`src/hdl/tes_pkg.sv`:
```
// ----------------------------------------------------------------------------
// tes_pkg
// Shared widths and cell payload types for the truss element stiffness core.
// ----------------------------------------------------------------------------
package tes_pkg;

    localparam int MAG_W     = 33;
    localparam int RAD_W     = 68;
    localparam int ROOT_W    = 34;
    localparam int REM_W     = 36;
    localparam int DIV_W     = 64;
    localparam int COS_BITS  = 30;
    localparam int COS_W     = 31;
    localparam int PROD_W    = 62;
    localparam int SQ_CELLS  = 34;
    localparam int DIV_CELLS = 64;

    typedef struct packed {
        logic [RAD_W-1:0]  rad;
        logic [REM_W-1:0]  rem;
        logic [ROOT_W-1:0] root;
        logic [MAG_W-1:0]  ax;
        logic [MAG_W-1:0]  ay;
        logic [DIV_W-1:0]  ea;
        logic              neg;
    } sq_t;

    typedef struct packed {
        logic [ROOT_W-1:0] len;
        logic [ROOT_W-1:0] rk;
        logic [ROOT_W-1:0] rc;
        logic [ROOT_W-1:0] rs;
        logic [DIV_W-1:0]  dk;
        logic [DIV_W-1:0]  dc;
        logic [DIV_W-1:0]  ds;
        logic              neg;
    } dv_t;

endpackage

```
`src/hdl/tes_div_cell.sv`:
```
// ----------------------------------------------------------------------------
// tes_div_cell
// One quotient bit of three restoring divisions sharing the bar length.
// ----------------------------------------------------------------------------
module tes_div_cell (
    input  logic          aclk,
    input  logic          aresetn,
    input  logic          en,
    input  logic          in_vld,
    input  tes_pkg::dv_t  in_d,
    output logic          out_vld,
    output tes_pkg::dv_t  out_d
);

    logic [tes_pkg::ROOT_W:0] dvs;
    logic [tes_pkg::ROOT_W:0] rk, rc, rs;
    logic [tes_pkg::ROOT_W:0] sk, sc, ss;
    logic                     qk, qc, qs;
    tes_pkg::dv_t             d_next;
    tes_pkg::dv_t             d_reg;
    logic                     vld_reg;

    always_comb begin
        dvs = {1'b0, in_d.len};
        rk  = {in_d.rk, in_d.dk[tes_pkg::DIV_W-1]};
        rc  = {in_d.rc, in_d.dc[tes_pkg::DIV_W-1]};
        rs  = {in_d.rs, in_d.ds[tes_pkg::DIV_W-1]};
        sk  = rk - dvs;
        sc  = rc - dvs;
        ss  = rs - dvs;
        qk  = (rk >= dvs);
        qc  = (rc >= dvs);
        qs  = (rs >= dvs);
        d_next    = in_d;
        d_next.rk = qk ? sk[tes_pkg::ROOT_W-1:0] : rk[tes_pkg::ROOT_W-1:0];
        d_next.rc = qc ? sc[tes_pkg::ROOT_W-1:0] : rc[tes_pkg::ROOT_W-1:0];
        d_next.rs = qs ? ss[tes_pkg::ROOT_W-1:0] : rs[tes_pkg::ROOT_W-1:0];
        d_next.dk = {in_d.dk[tes_pkg::DIV_W-2:0], qk};
        d_next.dc = {in_d.dc[tes_pkg::DIV_W-2:0], qc};
        d_next.ds = {in_d.ds[tes_pkg::DIV_W-2:0], qs};
    end

    always_ff @(posedge aclk) begin
        if (!aresetn) begin
            vld_reg <= 1'b0;
        end else if (en) begin
            vld_reg <= in_vld;
        end
    end

    always_ff @(posedge aclk) begin
        if (en) begin
            d_reg <= d_next;
        end
    end

    assign out_vld = vld_reg;
    assign out_d   = d_reg;

endmodule

```
`config.mk`:
```
export PLATFORM = sky130hd
export DESIGN_NAME = tes_div_cell
export DESIGN_NICKNAME = d
export VERILOG_FILES = /design/src/hdl/tes_pkg.sv /design/src/hdl/tes_div_cell.sv
export SDC_FILE = /design/constraint.sdc
export NUM_CORES = 1
export LEC_CHECK = 0
export BUFFER_PORTS_ARGS = -buffer_cell sky130_fd_sc_hd__buf_2
export CORE_AREA = 10 10 251 253
export CTS_CLUSTER_DIAMETER = 200
export CTS_CLUSTER_SIZE = 16
export DETAILED_ROUTE_END_ITERATION = 7
export DIE_AREA = 0 0 261 263
export MAX_ROUTING_LAYER = met4
export SLEW_MARGIN = 0
export SYNTH_ARGS = -nofsm -noshare
export SYNTH_HDL_FRONTEND = slang
export SYNTH_SLANG_ARGS = --single-unit
```
`constraint.sdc`:
```
create_clock -name aclk -period 3.8 [get_ports aclk]
set_input_delay 0.19 -clock aclk [delete_from_list [all_inputs] [get_ports aclk]]
set_output_delay 0.19 -clock aclk [all_outputs]
set_load 0.005 [all_outputs]
```
# Word-level counts from Yosys, hierarchy flattened
# Cells that the tools add are included.
# classes
add_sub_neg,3
multipliers,0
div_mod_pow,0
magnitude_cmp,3
n_eq_ne,0
shift,0
muxes,3
bitwise,0
n_reduce_logical,0
# op_table
op,count
35-bit by 34-bit >= comparator with 1-bit output,3
34-bit 2-to-1 mux,3
34-bit subtractor,3
# word_totals
register_bits,330
latch_bits,0
ram_bits,0
mem_bits_ro,0
in_bits,333
out_inout_bits,330
elab_cells,18
mem_count,0

# Depth between registers and ports, before layout
# Gate-level depths: netlist of the first run.
# depth
word_depth,2
mapped_depth,14
mapped_depth_nobuf,13

# Worst setup path after synthesis of the first run
# Ideal clock, no wire load.
# synth_timing
path_type,in2reg
start,input port in_d[296] (netlist name)
end,register d_reg (netlist bit out_d[266]) (data pin)
setup_ns,0.260
arrival_ns,2.903
required_ns,3.540
path_slack_ns,0.637
cell_stages,12
n_path_buf,1
path_cell_list,inv_1 ha_1 nor2b_4 o2111ai_4 o211ai_4 a211oi_4 o22ai_2 nor3_2 nor3_1 a2111oi_4 buf_6 mux2_4
# synth_rtl
element,line,rtl
"start, declared",tes_div_cell.sv:10,"input tes_pkg::dv_t in_d,"
"end signal, assigned",tes_div_cell.sv:53,d_reg <= d_next;
"end, declared",tes_div_cell.sv:20,tes_pkg::dv_t d_reg;

==> results of run 1 <==
[power groups by stage]
stage          clock network [mW]  logic, mW  registers [mW]
5_1_grt                      2.72       2.77            4.62
3_3_place_gp                    0       2.28            4.66
4_1_cts                      2.61       2.59            4.58
3_5_place_dp                    0       2.29            4.66
6_report                     2.50       2.56            4.58
2_1_floorplan                   0       1.07            4.70
[area by class of cell]
class,instances,area share (%)
inverters,60,0.9117
repair buffers,989,26.86
multi-input cells,833,25.32
clock inverters,1,0.03546
well taps,773,3.915
diodes,22,0.2229
flip-flops and latches,330,40.08
clock buffers,34,2.669
[flip-flops by register name (all words and copies together), names as in the netlist]
register	cells
out_vld	1
out_d	329
[synth_stat cells (4+ instances only)]
master	n	area (µm²)
o21ai_0	46	230.2
clkbuf_1	18	67.56
xor2_1	28	245.2
o21a_1	10	75.07
a31o_2	7	61.31
a31oi_1	11	68.82
xnor2_1	63	551.8
mux2_4	27	405.4
a21o_1	42	315.3
nand3_1	21	105.1
mux2_2	32	360.4
nor4_1	5	31.28
nor2b_1	10	62.56
and3_1	13	81.33
nor2_1	72	270.3
buf_2	5	25.02
o221ai_1	4	35.03
ha_1	102	1276
o21ai_1	6	30.03
a211oi_1	11	82.58
a21oi_1	141	705.7
o21bai_1	9	67.56
inv_1	60	225.2
nand4_1	13	81.33
nor3_1	10	50.05
nand2_1	62	232.7
or3_1	9	56.30
and2_1	4	25.02
edfxtp_1	329	9879
nand2b_1	9	56.30
o211ai_1	9	67.56
[final timing paths]
path	from	to	slack [ns]	cells past startpoint
worst max register to register	out_vld$_SDFFE_PN0P_	out_vld$_SDFFE_PN0P_	2.61	3
worst max-delay path	in_d[64]	out_d[225]$_DFFE_PP_	0.21	16
worst min-delay path	in_d[282]	out_d[283]$_DFFE_PP_	0.03	3
worst min register to register	out_vld$_SDFFE_PN0P_	out_vld$_SDFFE_PN0P_	1.10	3
[stage by stage]
stage / util (%) / power [mW] / std cells / instance area, µm²
after detailed placement: 35.80 / 6.946 / 2673 / 20850
final: 42.42 / 9.640 / 3042 / 24700
after CTS: 42.31 / 9.783 / 3020 / 24640
after global placement: 35.80 / 6.936 / 2673 / 20850
after global routing: 42.40 / 10.11 / 3039 / 24690
after floorplan: - / 5.763 / 1252 / 16510
[critical path, stage by stage]
cell and delay [ns]:
dlygate4sd3_1 0.56, buf_2 0.14, inv_1 0.05, ha_1 0.15, inv_1 0.05, fa_1 0.40, a21o_1 0.22, a221oi_1 0.58
o21ai_1 0.20, o221ai_1 0.21, buf_4 0.19, o21ai_1 0.11, a221o_1 0.32, a21oi_1 0.18, xnor2_1 0.08, mux2_2 0.26
[timing repair]
item | 4_1_cts | 5_1_grt
endpoints found under the hold margin | 311 | 0
setup endpoints to repair | 0 | 1
hold buffers | 312 | 0
gates resized for setup | 0 | 1
[cell families after synthesis]
kind of cell,after synthesis,share of synthesized area (%)
and+or+nand+nor,240,7.003
adders and majority gates,105,8.094
muxes,62,4.820
DFF,330,59.96
xor gates and xnor gates,91,4.828
buffers and inverters,89,2.198
AOI/OAI and AO/OA,335,13.10
[layer usage]
metal	share of wire (%)	vias up	wire length (µm)
li1	-	6755	-
met1	38	7131	30100
met2	52	516	41130
met3	6.2	103	4964
met4	4.1	0	3236
met5	0	-	0
==> results_dict.tcl, run 1 <==
set metrics [dict create \
    ys_warn_count 0 \
    worstSetupEndpointType "flop" \
    path_max_fanout 4 \
    async_reset_ff_share_pct 0 \
    final-max-slew-violation-count 0 \
    drv_cap 0 \
    routedWlPerCell_um 26.11 \
    mostFrequentLayoutCell "buf_2" \
    relSlewSlack_pct 46.70 \
    routed_wl_um 79440 \
    fin_nets 2676 \
    grt_antenna_before_repair 22 \
    portBuffers 662 \
    p_comb_share_pct 26.6 \
    dp_hpwl_um 64510 \
    cts.htree.levels 1 \
    syn_inst 1252 \
    firstDrtPassIters 5 \
    required_ns 4.12 \
    synth_edf_count 329 \
    period_minus_slack_ns 3.592 \
    use_met3_pct 4.669 \
    rsz0062_at_grt "no" \
    cts_made_buffers 24 \
    grt-busiest-layer "met2" \
    pin_count 663 \
    layout_common_cells "buf_2, edfxtp_1, dlygate4sd3_1" \
    cts_tree "done" \
    min_period_over_period_pct 94.54 \
    synthDistinctLibCells 70 \
    yosys_register_bits 330 \
    hold_viol_final 0 \
    first_iter_violations 795 \
    internal_power_mw 6.864 \
    num-fill-cells 5470 \
    detail-route-antenna-nets 0 \
    vias 14510 \
    clk_pin_slew_ns 0.09 \
    vdd_drop_max_uv 320.8 \
    grt_pass1_wl_um 111700 \
    synthFlopType "edfxtp_1" \
    use_met1_pct 24.60 \
    tightest_slew_ns 0.7994 \
    via_per_inst 4.768 \
    syn_to_final_growth_pct 49.62 \
    seq_power_share_pct 47.5 \
    drive_gt1_share_pct 34.94 \
    use_met2_pct 40.89 \
    path_class "primary input to flop" \
    cts_root_buf "clkbuf_16" \
    p_switching_mw 2.776 \
    drc 0 \
    hold_ws_ns 0.03440 \
    setup_ws_ns 0.2076 \
    outcome "complete, no violations" \
    coreArea_mm2 0.05824 \
    initial_core_util_pct 28.35 \
    ff_latch_area_mm2 0.009899 \
    sw_frac_of_total_pct 28.79 \
    pwr_density_cell_mw_per_mm2 390.2 \
    synth_nets 1690 \
    p_leak_nw 10.62 \
    grt_max_degree 97 \
    cts_buffer_depth 3 \
    fmax_mhz 278.4 \
    cts_setup_buffers 0 \
    clk_latency_ns 0.55 \
    die_h_um 263 \
    syn_avg_cell_area_um2 13.19 \
    overflow 0 \
    fp.dieW_um 261 \
    holdCritPathClass "primary input to flop" \
    cp.arrival_ns 3.91 \
    cp-start-kind "primary input" \
    grt_pass1_vias 15180 \
    finalSetupTns_ns 0 \
    dieArea_mm2 0.06864 \
    setup_viol 0 \
    place_ws_ns 0.1635 \
    clock-sinks 330 \
    skew_ns 0 \
    multi_input_area_mm2 0.006254 \
    synth-seq-area-share_pct 59.96 \
    syn_area_mm2 0.01651 \
    grt_use_total_pct 22.83 \
    rows 89 \
    gp_congestion 0.9429 \
    power.share.clock_pct 25.9 \
]
Note: power is estimated with default switching activity, not from simulation.
==> inputs of run 2 (changes only) <==
Settings changed: PLACE_DENSITY set to 0.61.
==> results_dict.tcl, run 2 (same netlist as run 1, synthesis figures left out) <==
set metrics [dict create \
    detail-route-antenna-nets 0 \
    fp.dieW_um 261 \
    mostFrequentLayoutCell "buf_2" \
    grt_pass1_wl_um 113500 \
    tightest_slew_ns 0.9050 \
    path_class "primary input to flop" \
    initial_core_util_pct 28.35 \
    vdd_drop_max_uv 282.0 \
    cts_root_buf "clkbuf_16" \
    fin_nets 2683 \
    overflow 0 \
    grt_max_degree 103 \
    pin_count 663 \
    skew_ns 0 \
    syn_to_final_growth_pct 49.97 \
    rsz0062_at_grt "no" \
    portBuffers 662 \
    cts_setup_buffers 0 \
    grt_pass1_vias 15230 \
    dp_hpwl_um 67700 \
    min_period_over_period_pct 94.33 \
    required_ns 4.11 \
    clk_pin_slew_ns 0.07 \
    holdCritPathClass "primary input to flop" \
    p_total_mw 9.709 \
    p_leak_nw 10.65 \
    relSlewSlack_pct 39.67 \
    grt_use_total_pct 23.58 \
    setup_viol 0 \
    cp-start-kind "primary input" \
    drv_cap 0 \
    drive_gt1_share_pct 35.12 \
    layout_common_cells "buf_2, edfxtp_1, dlygate4sd3_1" \
    clk_latency_ns 0.57 \
    worstSetupEndpointType "flop" \
    fin_cells 3053 \
    cts.htree.levels 1 \
    cp.arrival_ns 3.90 \
    clock-sinks 330 \
    via_per_inst 4.834 \
    largest_reg_flops 329 \
    gp_congestion 0.9615 \
    dieArea_mm2 0.06864 \
    period_minus_slack_ns 3.584 \
    hold_ws_ns 0.02927 \
    pwr_density_cell_mw_per_mm2 392.1 \
    cts_buffer_depth 3 \
    first_iter_violations 822 \
    finalSetupTns_ns 0 \
    drc 0 \
    firstDrtPassIters 5 \
    routedWlPerCell_um 26.98 \
    cts_made_buffers 24 \
    path_max_fanout 35 \
    fmax_mhz 279.0 \
    rows 89 \
    hold_viol_final 0 \
    outcome "complete, no violations" \
    final-max-slew-violation-count 0 \
    coreArea_mm2 0.05824 \
    die_h_um 263 \
    vias 14760 \
    routed_wl_um 82380 \
    dpl.cell_count 2681 \
    grt_antenna_before_repair 25 \
    cts_tree "done" \
]
==> run 2: area by class of cell <==
type                            instances  area (µm²)
Clock buffer                           35       663.1
Clock inverter                          1       8.758
Antenna cell                           25       62.56
Fill cell                            5441       33480
Sequential cell                       330        9899
Tap cell                              773       967.2
Inverter                               60       225.2
Multi-Input combinational cell        833        6248
Timing Repair Buffer                  996        6684
==> run 2: path summary, 6_finish.rpt <==
check,cells after the start,slack [ns],start,to
setup / recovery,14,0.22,in_d[296],out_d[262]$_DFFE_PP_
hold / removal,3,0.03,in_d[64],out_d[193]$_DFFE_PP_
setup reg to reg,3,2.58,out_vld$_SDFFE_PN0P_,out_vld$_SDFFE_PN0P_
hold reg to reg,3,1.15,out_vld$_SDFFE_PN0P_,out_vld$_SDFFE_PN0P_
==> run 2: metal layers <==
metal  global-route usage, %  up-vias  wire length [µm]
met5                       -        -                 0
met4                   8.499        0              3468
met3                   4.908       99              5496
met2                   42.44      575             42570
met1                   25.03     7279             30850
li1                        -     6806                 -
==> run 2: repair_timing <==
action	4_1_cts	5_1_grt
gates resized for setup	0	0
hold buffers	311	0
endpoints found under the hold margin	310	0
==> run 2: critical path: stages <==
cell and delay (ns):
dlygate4sd3_1 0.54, buf_2 0.13, inv_1 0.30, ha_1 0.34, nor2b_4 0.15, o2111ai_4 0.20, o211ai_4 0.14, a211oi_4 0.35
o22ai_2 0.16, nor3_2 0.20, nor3_1 0.09, a2111oi_4 0.38, buf_12 0.30, mux2_2 0.38
==> run 2: where the power goes <==
part | total [mW] | internal, mW | switching (mW)
logic | 2.60 | 1.21 | 1.39
clock network | 2.53 | 1.20 | 1.32
registers | 4.59 | 4.47 | 0.118
total | 9.71 | 6.88 | 2.83
==> run 2: stage by stage <==
step / cell area [µm²] / setup WS [ns] / util, %
final: 24760 / 0.2155 / 42.51
after detailed placement: 20910 / 0.1729 / 35.91
after global routing: 24760 / 0.04093 / 42.51
after floorplan: 16510 / 0.6367 / -
after global placement: 20910 / 0.1999 / 35.91
after CTS: 24700 / 0.2530 / 42.40
