<file path="config.mk">
export PLATFORM = sky130hd
export DESIGN_NAME = tes_sqrt_cell
export DESIGN_NICKNAME = d
export VERILOG_FILES = /design/src/hdl/tes_pkg.sv /design/src/hdl/tes_sqrt_cell.sv
export SDC_FILE = /design/constraint.sdc
export NUM_CORES = 1
export LEC_CHECK = 0
export ABC_AREA = 1
export BUFFER_PORTS_ARGS = -buffer_cell sky130_fd_sc_hd__clkbuf_2
export CORE_AREA = 2 2 212 214
export CTS_CLUSTER_SIZE = 12
export DETAILED_ROUTE_END_ITERATION = 8
export DIE_AREA = 0 0 214 216
export SLEW_MARGIN = 20
export SYNTH_ARGS = -nofsm -noshare
export SYNTH_HDL_FRONTEND = slang
export SYNTH_SLANG_ARGS = --single-unit
</file>
<file path="constraint.sdc">
create_clock -name aclk -period 3.8 [get_ports aclk]
set_input_delay 0.57 -clock aclk [delete_from_list [all_inputs] [get_ports aclk]]
set_output_delay 0.57 -clock aclk [all_outputs]
set_load 0.01 [all_outputs]
</file>
<file path="src/hdl/tes_pkg.sv">
// ----------------------------------------------------------------------------
// tes_pkg
// Shared widths and cell payload types for the truss element stiffness core.
// ----------------------------------------------------------------------------
package tes_pkg;

    localparam int MAG_W     = 33;
    localparam int RAD_W     = 68;
    localparam int ROOT_W    = 34;
    localparam int REM_W     = 36;
    localparam int DIV_W     = 64;
    localparam int COS_BITS  = 30;
    localparam int COS_W     = 31;
    localparam int PROD_W    = 62;
    localparam int SQ_CELLS  = 34;
    localparam int DIV_CELLS = 64;

    typedef struct packed {
        logic [RAD_W-1:0]  rad;
        logic [REM_W-1:0]  rem;
        logic [ROOT_W-1:0] root;
        logic [MAG_W-1:0]  ax;
        logic [MAG_W-1:0]  ay;
        logic [DIV_W-1:0]  ea;
        logic              neg;
    } sq_t;

    typedef struct packed {
        logic [ROOT_W-1:0] len;
        logic [ROOT_W-1:0] rk;
        logic [ROOT_W-1:0] rc;
        logic [ROOT_W-1:0] rs;
        logic [DIV_W-1:0]  dk;
        logic [DIV_W-1:0]  dc;
        logic [DIV_W-1:0]  ds;
        logic              neg;
    } dv_t;

endpackage

</file>
<file path="src/hdl/tes_sqrt_cell.sv">
// ----------------------------------------------------------------------------
// tes_sqrt_cell
// One root bit of the digit-by-digit integer square root.
// ----------------------------------------------------------------------------
module tes_sqrt_cell (
    input  logic          aclk,
    input  logic          aresetn,
    input  logic          en,
    input  logic          in_vld,
    input  tes_pkg::sq_t  in_d,
    output logic          out_vld,
    output tes_pkg::sq_t  out_d
);

    logic [tes_pkg::REM_W+1:0] r;
    logic [tes_pkg::REM_W+1:0] trial;
    logic [tes_pkg::REM_W+1:0] diff;
    logic                      ge;
    tes_pkg::sq_t              d_next;
    tes_pkg::sq_t              d_reg;
    logic                      vld_reg;

    always_comb begin
        r      = {in_d.rem, in_d.rad[tes_pkg::RAD_W-1 -: 2]};
        trial  = {2'b00, in_d.root, 2'b01};
        diff   = r - trial;
        ge     = (r >= trial);
        d_next = in_d;
        d_next.rem  = ge ? diff[tes_pkg::REM_W-1:0] : r[tes_pkg::REM_W-1:0];
        d_next.root = {in_d.root[tes_pkg::ROOT_W-2:0], ge};
        d_next.rad  = {in_d.rad[tes_pkg::RAD_W-3:0], 2'b00};
    end

    always_ff @(posedge aclk) begin
        if (!aresetn) begin
            vld_reg <= 1'b0;
        end else if (en) begin
            vld_reg <= in_vld;
        end
    end

    always_ff @(posedge aclk) begin
        if (en) begin
            d_reg <= d_next;
        end
    end

    assign out_vld = vld_reg;
    assign out_d   = d_reg;

endmodule

</file>
---- Yosys cells after proc, flatten, opt, wreduce, memory -nomap -nowiden ----
Index checks and enable logic that the tools add are counted.
W data, S select, Z words.
word-level totals
  logic and storage cells ................. 11
  output and inout port bits .............. 270
  register bits ........................... 268
  bits of input ports ..................... 273
operators by class
  magnitude comparators ................... 1
  add/subtract/negate cells ............... 1
  muxes and demuxes ....................... 1
operator list
  operator          count
  $ge A38 B36 Y1    1
  $mux W36          1
  $sub A36 B36 Y36  1

---- Depth between registers and ports, before layout ----
Gate-level depths: netlist of run 1.
  word-level depth ........................ 2
  depth in mapped cells ................... 16

---- Worst setup path after synthesis of run 1 ----
OpenSTA, ideal clock, no wires.
  path type ............................... input -> register
  start ................................... input in_d[141] (netlist name)
  end ..................................... register d_reg (netlist bit out_d[188]), data pin
  slack ................................... 1.583 ns
  required time ........................... 3.548 ns
  path buffers ............................ 2
  cell stages on the path ................. 14
  library setup time ...................... 0.252 ns
  arrival ................................. 1.965 ns
  cells stage by stage .................... inv_1 -> ha_1 -> nand2_1 -> inv_1 -> a21oi_1 -> nand2_1 -> nand2_1 -> nand2_1 -> nand2_1 -> nand4_1 -> buf_6 -> buf_12 -> nand3_2 -> nand2_1
RTL lines
  what                    line                 RTL
  start: declaration      tes_sqrt_cell.sv:10  input tes_pkg::sq_t in_d,
  end signal: assignment  tes_sqrt_cell.sv:44  d_reg <= d_next;
  end: declaration        tes_sqrt_cell.sv:20  tes_pkg::sq_t d_reg;

==> flow_metrics.py, run 1 <==
metrics = {
    "status": {
        "outcome": "completed",
    },
    "clocking": {
        "clock_path_buffers": 3,
        "clk_latency_ps": 570,
        "cts_root_buffer": "clkbuf_16",
        "cts_setup_buffers": 0,
        "htreeDepth": 1,
        "numCtsBuffers": 31,
        "cts_resized": 0,
        "clock-sinks": 268,
        "clk_pin_slew_worst_paths_ps": 60,
        "cts_tree": "done",
        "holdBufCountCts": 0,
    },
    "power_and_ir_drop": {
        "internal_power_w": 0.005942,
        "power_density_mw_per_mm2": 502.3,
        "ir_drop_v": 0.0003326,
        "pwr-share-seq": 0.453,
        "switching_share": 0.2620,
        "clkPwrFrac": 0.391,
        "p_leak_nw": 7.660,
        "p_switching_w": 0.002109,
        "pwr-share-comb": 0.157,
    },
    "logic_synthesis": {
        "synth_area_leaders": "edfxtp_1 (70%), nand2_1 (8.8%), inv_1 (4.4%), ha_1 (3.9%), nand3_1 (3.0%)",
        "ys_seq_elements": 268,
        "synth_most_common_cell": "nand2_1",
        "synth_ff_type": "edfxtp_1",
        "syn_area_per_cell_um2": 11.90,
        "synthCells": 968,
        "syn-cell-area_mm2": 0.01152,
        "yosysSeqAreaShare": 0.6978,
        "synth_cell_types": 30,
        "synthArstFlopShare": 0,
        "synth_area_leader_cell": "edfxtp_1",
        "synth_common_cells": "nand2_1 (271), edfxtp_1 (267), inv_1 (136)",
        "synth_edf_count": 267,
        "netlist.area_leader.share": 0.6961,
        "yosysWarnings": 0,
    },
    "global_routing": {
        "grt.total_usage": 0.2034,
        "grt_pass1_vias": 9496,
        "grt_remaining_overflow": 0,
        "grt_max_degree": 109,
        "grt_pass1_wl_um": 67920,
        "antenna_found_initial": 14,
    },
    "die": {
        "core_area_mm2": 0.04384,
        "die_x_um": 214,
        "start_util": 0.2628,
        "fp.dieH_um": 216,
        "pin_count": 543,
        "rows": 77,
        "die_area_mm2": 0.04622,
    },
    "sta": {
        "worst_slew_pin_slew_ps": 901.1,
        "timing.final.hold_violations": 0,
        "fin_skew_ps": 0,
        "drv_slew": 0,
        "period_needed_ps": 2225,
        "finalSetupTns_ps": 0,
        "slew_headroom": 0.3992,
        "timing.final.ws_setup_ps": 1575,
        "fin_crit_sh": 0.5854,
        "fmax_mhz": 449.5,
        "rsz0062_at_grt": "no",
        "setup_violations": 0,
    },
    "worst_setup_path": {
        "worstPathMaxFanout": 26,
        "ff2ff_setup_slack_ps": 3160,
        "worstSetupPathType": "input port to register",
        "reg2regPathDepth": 2,
        "timing.rr.end": "out_vld",
        "crit_required_ps": 4230,
        "end_kind": "register",
        "rr_startpoint": "out_vld",
        "worstPathArrival_ps": 2650,
        "start_kind": "input port",
    },
    "placed_design": {
        "portBuffers": 540,
        "hpwl_um": 39870,
        "place.gp.congestion": 0.9204,
        "place_ws_ps": 951.4,
    },
    "job": {
        "drv_cap": 0,
    },
    "routing": {
        "wl_um": 48590,
        "ant_nets": 0,
        "firstDrtPassIters": 6,
        "drtIter0Drc": 655,
        "drc": 0,
        "vias": 9436,
        "wire_per_inst_um": 22.53,
        "routed_via_density": 4.375,
    },
    "final_layout": {
        "finalNetCount": 1849,
        "fin_util": 0.3657,
        "drive_gt1_frac": 0.4063,
        "area_growth_pct": 39.16,
    },
    "min_path": {
        "worstHoldEndpoint": "out_d[69]",
        "min_from": "in_d[69]",
        "min_path_type": "input port to register",
        "worstHoldPathCells": 1,
    },
}
==> metrics by stage <==
step,hold slack (ps),instance area [µm²],total power [W],cells
floorplan,555.3,11520,0.004261,969
global placement,534.2,14950,0.004983,2099
detailed placement,534.6,14950,0.004991,2099
CTS,133.9,16020,0.008183,2155
global route,143.0,16020,0.008397,2155
finish,167.6,16030,0.008052,2157
==> logic make-up after synthesis <==
kind of cell               share of synthesized area
adders and majority gates                    0.03910
and+or+nand+nor                               0.1740
other                                      0.0003256
AOI/OAI and AO/OA                            0.02031
DFF                                           0.6978
buffers and inverters                        0.05475
xor gates and xnor gates                     0.01369
==> worst max path at each step <==
| stage | startpoint | to | slack (ps) | cells past startpoint |
|---|---|---|---|---|
| 2_1_floorplan | in_d[141] | out_d[188] | 1580 | 14 |
| 3_5_place_dp | in_d[159] | out_d[195] | 950 | 12 |
| 4_1_cts | in_d[159] | out_d[195] | 1550 | 12 |
| 6_report | in_d[151] | out_d[195] | 1580 | 12 |
| 5_1_grt | in_d[159] | out_d[195] | 1380 | 12 |
| 3_3_place_gp | in_d[159] | out_d[195] | 960 | 12 |
==> power groups by stage <==
stage | clock, W | combinational (W) | sequential [W]
floorplan | 0 | 0.000423 | 0.00384
global placement | 0 | 0.00128 | 0.00370
detailed placement | 0 | 0.00129 | 0.00371
CTS | 0.00324 | 0.00129 | 0.00365
global route | 0.00336 | 0.00137 | 0.00367
finish | 0.00314 | 0.00126 | 0.00364
==> routing by layer <==
metal	global-route usage	routed length, µm	vias to the layer above
li1	-	-	4399
met1	0.2320	18540	4605
met2	0.3805	25650	352
met3	0.05412	3446	64
met4	0.04079	860	16
met5	0	93	-
==> critical path: stages <==
cell and delay [ps]:
clkbuf_2 110, inv_1 50, ha_1 420, nand2_1 180, nor2_2 170, nand2_1 130
nor2_1 160, nand3_1 100, nand4_1 130, buf_4 340, nand3_2 190, nand2_1 90
==> cell type report <==
class                           count  area [µm²]
Antenna cell                        2       5.005
Clock buffer                       43       870.8
Inverter                          137       514.2
Fill cell                        4424       27810
Sequential cell                   268        8038
Clock inverter                     13       198.9
Multi-Input combinational cell    551        2854
Tap cell                          592       740.7
Timing Repair Buffer              551        2808
==> registers in the layout, summed over array words and instances, names as in the netlist <==
name	cells
out_d	267
out_vld	1
==> placed cells by master, fill, tap and decap left out, drive strengths merged, types with 2 or more instances in the layout <==
cell and count:
a21oi 28, buf 12, bufinv 5, clkbuf 582
clkinv 8, conb 2, diode 2, edfxtp 267
ha 36, inv 136, nand2 284, nand3 80
nand3b 9, nand4 7, nor2 65, nor3 6
o21ai 6, o21bai 7, xor2 17
Power figures use the tool's default switching activity.
==> run 2: changes to the inputs <==
==> constraint.sdc (replaced) <==
create_clock -name aclk -period 2.1 [get_ports aclk]
set_input_delay 0.315 -clock aclk [delete_from_list [all_inputs] [get_ports aclk]]
set_output_delay 0.315 -clock aclk [all_outputs]
set_load 0.01 [all_outputs]
==> flow_metrics.py, run 2 (synthesis gave the netlist of run 1 again) <==
metrics = {
    "routing": {
        "wire_per_inst_um": 20.50,
        "routed_via_density": 4.256,
        "ant_nets": 0,
        "wl_met1_um": 19650,
        "drc": 0,
        "vias": 10800,
        "drtIter0Drc": 650,
        "firstDrtPassIters": 5,
        "dr_wl_met3_um": 3712,
        "dr_wl_met2_um": 25630,
        "wl_um": 52010,
        "highest_layer": "met5",
    },
    "final_layout": {
        "final_common_cell": "clkbuf_2",
        "drive_gt1_frac": 0.4035,
        "area_growth_pct": 69.52,
        "largest_register_ffs": 267,
        "finalNetCount": 2223,
        "final_cell_mix": "clkbuf_2 (539), nand2_1 (270), edfxtp_1 (267), dlygate4sd3_1 (231), buf_4 (142)",
    },
    "worst_setup_path": {
        "cp_top_family": "buffers and inverters",
        "rr_startpoint": "out_vld",
        "worstPathMaxFanout": 12,
        "crit_required_ps": 2410,
        "ff2ff_setup_slack_ps": 900,
        "end_kind": "register",
        "slowest_delay_ps": 520,
        "start_kind": "input port",
        "crit_top_cell": "inv_1",
        "cp_slowest_cell": "dlygate4sd3_1",
        "timing.rr.end": "out_vld",
        "worstSetupPathType": "input port to register",
        "crit_chain": "dlygate4sd3_1 -> clkbuf_2 -> inv_1 -> ha_1 -> nand3_1 -> inv_2 -> nand2_2 -> inv_1 -> a21oi_2 -> nand4_1 -> buf_4 -> buf_12 -> nand2_1 -> o21ai_0",
        "cp_num_buf_inv": 7,
        "worst-path-stages": 14,
        "reg2regPathDepth": 3,
        "worstPathArrival_ps": 2300,
    },
    "job": {
        "drv_cap": 0,
    },
    "sta": {
        "fmax_mhz": 503.5,
        "setup_violations": 0,
        "timing.final.hold_violations": 0,
        "drv_slew": 0,
        "fin_crit_sh": 0.9458,
        "timing.final.ws_setup_ps": 113.8,
        "fin_skew_ps": 0,
        "period_needed_ps": 1986,
    },
    "min_path": {
        "min_path_type": "input port to register",
        "worstHoldEndpoint": "out_d[148]",
        "worstHoldPathCells": 2,
        "min_from": "in_d[147]",
    },
    "die": {
        "rows": 77,
        "start_util": 0.2628,
        "core_area_mm2": 0.04384,
        "die_x_um": 214,
        "fp.dieH_um": 216,
        "pin_count": 543,
        "die_area_mm2": 0.04622,
    },
    "clocking": {
        "clk_pin_slew_worst_paths_ps": 60,
        "clock_path_buffers": 3,
        "cts_root_buffer": "clkbuf_16",
        "clock-sinks": 268,
        "numCtsBuffers": 31,
        "cts_tree": "done",
        "htreeDepth": 1,
        "clk_latency_ps": 560,
    },
    "placed_design": {
        "hpwl_um": 40160,
        "place_ws_ps": -292.6,
        "portBuffers": 540,
        "place.gp.congestion": 0.9384,
    },
    "global_routing": {
        "grt_max_degree": 55,
        "antenna_found_initial": 11,
        "grt_remaining_overflow": 0,
        "grt.total_usage": 0.2170,
        "grt_pass1_wl_um": 73530,
        "grt_pass1_vias": 11210,
    },
    "power_and_ir_drop": {
        "ir_drop_v": 0.0006409,
        "p_total_w": 0.01506,
        "power_density_mw_per_mm2": 771.1,
        "p_leak_nw": 9.325,
    },
    "status": {
        "outcome": "completed",
    },
}
## run 2: how the worst max path moves through the flow
| stage | from | to | slack (ps) |
|---|---|---|---|
| after global routing | in_d[163] | out_d[166] | -4 |
| final | in_d[163] | out_d[166] | 110 |
| after detailed placement | in_d[150] | out_d[190] | -290 |
| after global placement | in_d[135] | out_d[189] | -280 |
| after floorplan | in_d[141] | out_d[188] | 140 |
| after CTS | in_d[163] | out_d[166] | 60 |
## run 2: layout make-up
cell class,count,area (µm²)
clock inverters,14,162.7
repair buffers,925,6327
clock buffers,43,850.8
multi-input cells,551,2875
diodes,7,17.52
fillers,4118,24310
flip-flops and latches,268,8038
inverters,137,514.2
well taps,592,740.7
## run 2: what timing repair did
item	4_1_cts	5_1_grt
setup buffers	0	1
hold buffers	231	0
hold endpoints to repair	230	0
gates resized for setup	0	8
setup endpoints to repair	0	35
## run 2: layer usage
metal / vias to the layer above / track usage
met5: - / 0
met4: 6 / 0.1159
li1: 5161 / -
met2: 449 / 0.3754
met1: 5075 / 0.2446
met3: 106 / 0.05793
## run 2: report_power, final
part | switching (W) | internal (W)
logic | 0.00162 | 0.00137
registers | 0.000161 | 0.00645
clock network | 0.00227 | 0.00319
total | 0.00405 | 0.0110
## run 2: per-stage QoR
stage	TNS (ps)	hold slack (ps)	cells	utilization	instance area [µm²]
global route	-4.103	18.76	2534	0.4453	19520
floorplan	0	408.5	969	-	11520
detailed placement	-9576	493.6	2240	0.3679	16130
CTS	0	3.613	2528	0.4437	19450
finish	0	34.15	2537	0.4454	19530
global placement	-8415	493.0	2240	0.3679	16130
==> run 3: changes to the inputs <==
--- a/config.mk
+++ b/config.mk
@@ -5,12 +5,11 @@
 export SDC_FILE = /design/constraint.sdc
 export NUM_CORES = 1
 export LEC_CHECK = 0
-export ABC_AREA = 1
 export BUFFER_PORTS_ARGS = -buffer_cell sky130_fd_sc_hd__clkbuf_2
-export CORE_AREA = 2 2 212 214
+export CORE_AREA = 2 2 210 212
 export CTS_CLUSTER_SIZE = 12
 export DETAILED_ROUTE_END_ITERATION = 8
-export DIE_AREA = 0 0 214 216
+export DIE_AREA = 0 0 212 214
 export SLEW_MARGIN = 20
 export SYNTH_ARGS = -nofsm -noshare
 export SYNTH_HDL_FRONTEND = slang
==> flow_metrics.py, run 3 <==
metrics = {
    "status": {
        "outcome": "complete, but fails checks",
        "failed_checks": "negative setup slack",
    },
    "final_layout": {
        "fin_util": 0.4459,
        "ff_latch_area_mm2": 0.008038,
        "largest_register_ffs": 267,
        "finalNetCount": 1929,
        "fillers": 3842,
        "final_area_mm2": 0.01912,
        "final_cell_mix": "clkbuf_2 (533), edfxtp_1 (267), dlygate4sd3_1 (231), buf_4 (156), nand2_1 (47)",
        "final_common_cell": "clkbuf_2",
        "multi_input_area_mm2": 0.002783,
        "area_growth_pct": 79.97,
        "drive_gt1_frac": 0.5082,
    },
    "die": {
        "die_area_mm2": 0.04537,
        "rows": 76,
        "pin_count": 543,
        "core_area_mm2": 0.04289,
        "die_x_um": 212,
        "start_util": 0.2478,
        "fp.dieH_um": 214,
    },
    "logic_synthesis": {
        "synth_common_cells": "edfxtp_1 (267), nand2_1 (58), inv_1 (45)",
        "synth_area_leaders": "edfxtp_1 (75%), ha_1 (4.2%), nand2_1 (2.0%), o21ai_0 (1.8%), a21oi_1 (1.6%)",
        "synthCells": 670,
        "syn-cell-area_mm2": 0.01063,
        "synthArstFlopShare": 0,
        "synth_most_common_cell": "edfxtp_1",
        "netlist.area_leader.share": 0.7546,
        "synth_cell_types": 63,
        "syn_area_per_cell_um2": 15.86,
        "synth_edf_count": 267,
        "ys_seq_elements": 268,
        "yosysSeqAreaShare": 0.7565,
        "synth_area_leader_cell": "edfxtp_1",
        "yosysWarnings": 0,
        "synth_ff_type": "edfxtp_1",
    },
    "clocking": {
        "cts_tree": "done",
        "clock_path_buffers": 3,
        "clock-sinks": 268,
        "cts_root_buffer": "clkbuf_16",
        "htreeDepth": 1,
        "numCtsBuffers": 31,
        "clk_latency_ps": 560,
        "clk_pin_slew_worst_paths_ps": 60,
    },
    "global_routing": {
        "grt_max_degree": 60,
        "grt.total_usage": 0.1917,
        "grt_pass1_wl_um": 64390,
        "antenna_found_initial": 13,
        "grt_pass1_vias": 10110,
        "grt_remaining_overflow": 0,
    },
    "routing": {
        "drc": 0,
        "vias": 9640,
        "drtIter0Drc": 495,
        "routed_via_density": 4.315,
        "firstDrtPassIters": 5,
        "ant_nets": 0,
        "wl_um": 45750,
        "wire_per_inst_um": 20.48,
    },
    "sta": {
        "rsz0062_at_grt": "yes",
        "fin_skew_ps": 0,
        "setup_violations": 28,
        "timing.final.ws_setup_ps": -113.8,
        "finalSetupTns_ps": -802.8,
        "drv_slew": 0,
        "fmax_mhz": 451.7,
        "fin_crit_sh": 1.054,
        "period_needed_ps": 2214,
        "timing.final.hold_violations": 0,
    },
    "job": {
        "drv_cap": 0,
    },
    "worst_setup_path": {
        "reg2regPathDepth": 2,
        "cp-startpoint": "in_d[154]",
        "end_kind": "register",
        "crit_required_ps": 2420,
        "crit_chain": "clkbuf_2 -> inv_2 -> ha_4 -> a2111oi_4 -> o21ai_1 -> a31oi_1 -> o221ai_2 -> a31o_4 -> a31oi_4 -> buf_6 -> mux2i_2 -> o311ai_2",
        "worst-path-stages": 12,
        "cp_num_buf_inv": 3,
        "start_kind": "input port",
        "worstPathArrival_ps": 2530,
        "cp_slowest_cell": "a2111oi_4",
        "rr_startpoint": "out_vld",
        "cp_top_family": "compound AO/OA/AOI/OAI gates",
        "worstPathMaxFanout": 5,
        "slowest_delay_ps": 330,
        "worstSetupPathType": "input port to register",
    },
    "power_and_ir_drop": {
        "power_density_mw_per_mm2": 783.4,
        "p_total_w": 0.01498,
        "p_leak_nw": 8.392,
        "ir_drop_v": 0.0006042,
    },
    "placed_design": {
        "place_area_mm2": 0.01524,
        "portBuffers": 540,
        "place.gp.congestion": 0.9002,
        "hpwl_um": 33650,
    },
    "min_path": {
        "worstHoldPathCells": 3,
        "min_path_type": "input port to register",
        "min_from": "in_d[187]",
    },
}
[run 3: cell types whose count changed after synthesis, sizes merged, moves of 7 or more]
cell,change
nand3b,-9
a21o,+14
a21oi,+7
nand2,-226
a31oi,+7
nand3,-75
xnor2,+14
o21ai,+43
inv,-91
nor2,-44
[run 3: cells by family after synthesis]
logic type      count (synthesis)  share of synthesized area
compound gates                146                    0.09115
simple gates                  118                    0.05087
other cells                     1                  0.0003529
flops                         268                     0.7565
fa+ha+maj                      36                    0.04239
xor+xnor                       31                    0.02555
buf+inv                        64                    0.02720
mux                             6                   0.006006
[run 3: tightest hold or removal path: stages]
cell      delay (ps)
clkbuf_2         100
nand2_2           50
o21ai_2           40
[run 3: stage by stage]
stage                     cells  hold slack, ps  worst slack, ps
after floorplan             671           413.9           -570.9
after global placement     1930           491.9           -936.1
after detailed placement   1930           493.7           -967.0
after CTS                  2220          0.4169           -45.08
after global routing       2231           25.19           -172.1
final                      2234           37.37           -113.8
[run 3: final cells by class]
cell class | instances | area share
Tap cell | 585 | 0.03828
Clock inverter | 16 | 0.009291
Inverter | 45 | 0.009488
Multi-Input combinational cell | 339 | 0.1455
Clock buffer | 38 | 0.04194
Sequential cell | 268 | 0.4203
Timing Repair Buffer | 935 | 0.3341
Antenna cell | 8 | 0.001047
[run 3: path summary, 6_finish.rpt]
| check | endpoint | slack, ps |
|---|---|---|
| hold / removal | out_d[189] | 40 |
| setup / recovery | out_d[197] | -110 |
| hold reg to reg | out_vld | 670 |
| setup reg to reg | out_vld | 1370 |
[run 3: per-layer routing]
layer | wire, µm | up-vias | GRT usage | part of all wire
met5 | 55 | - | 0 | 0.0012
met4 | 2599 | 8 | 0.1014 | 0.057
met3 | 3581 | 117 | 0.05498 | 0.078
met2 | 23390 | 430 | 0.3482 | 0.51
met1 | 16130 | 4640 | 0.1977 | 0.35
li1 | - | 4445 | - | -
[run 3: timing repair]
item | 4_1_cts | 5_1_grt
endpoints found under the hold margin | 231 | 0
setup buffers | 5 | 7
pin swaps | 14 | 23
hold buffers | 231 | 0
endpoints found under the setup margin | 37 | 37
resized for setup | 49 | 53
[run 3: report_power, final]
| part | switching [W] | internal [W] | leakage, nW |
|---|---|---|---|
| combinational | 0.00154 | 0.00150 | 5.29 |
| sequential | 0.000163 | 0.00646 | 2.62 |
| clock | 0.00224 | 0.00308 | 0.481 |
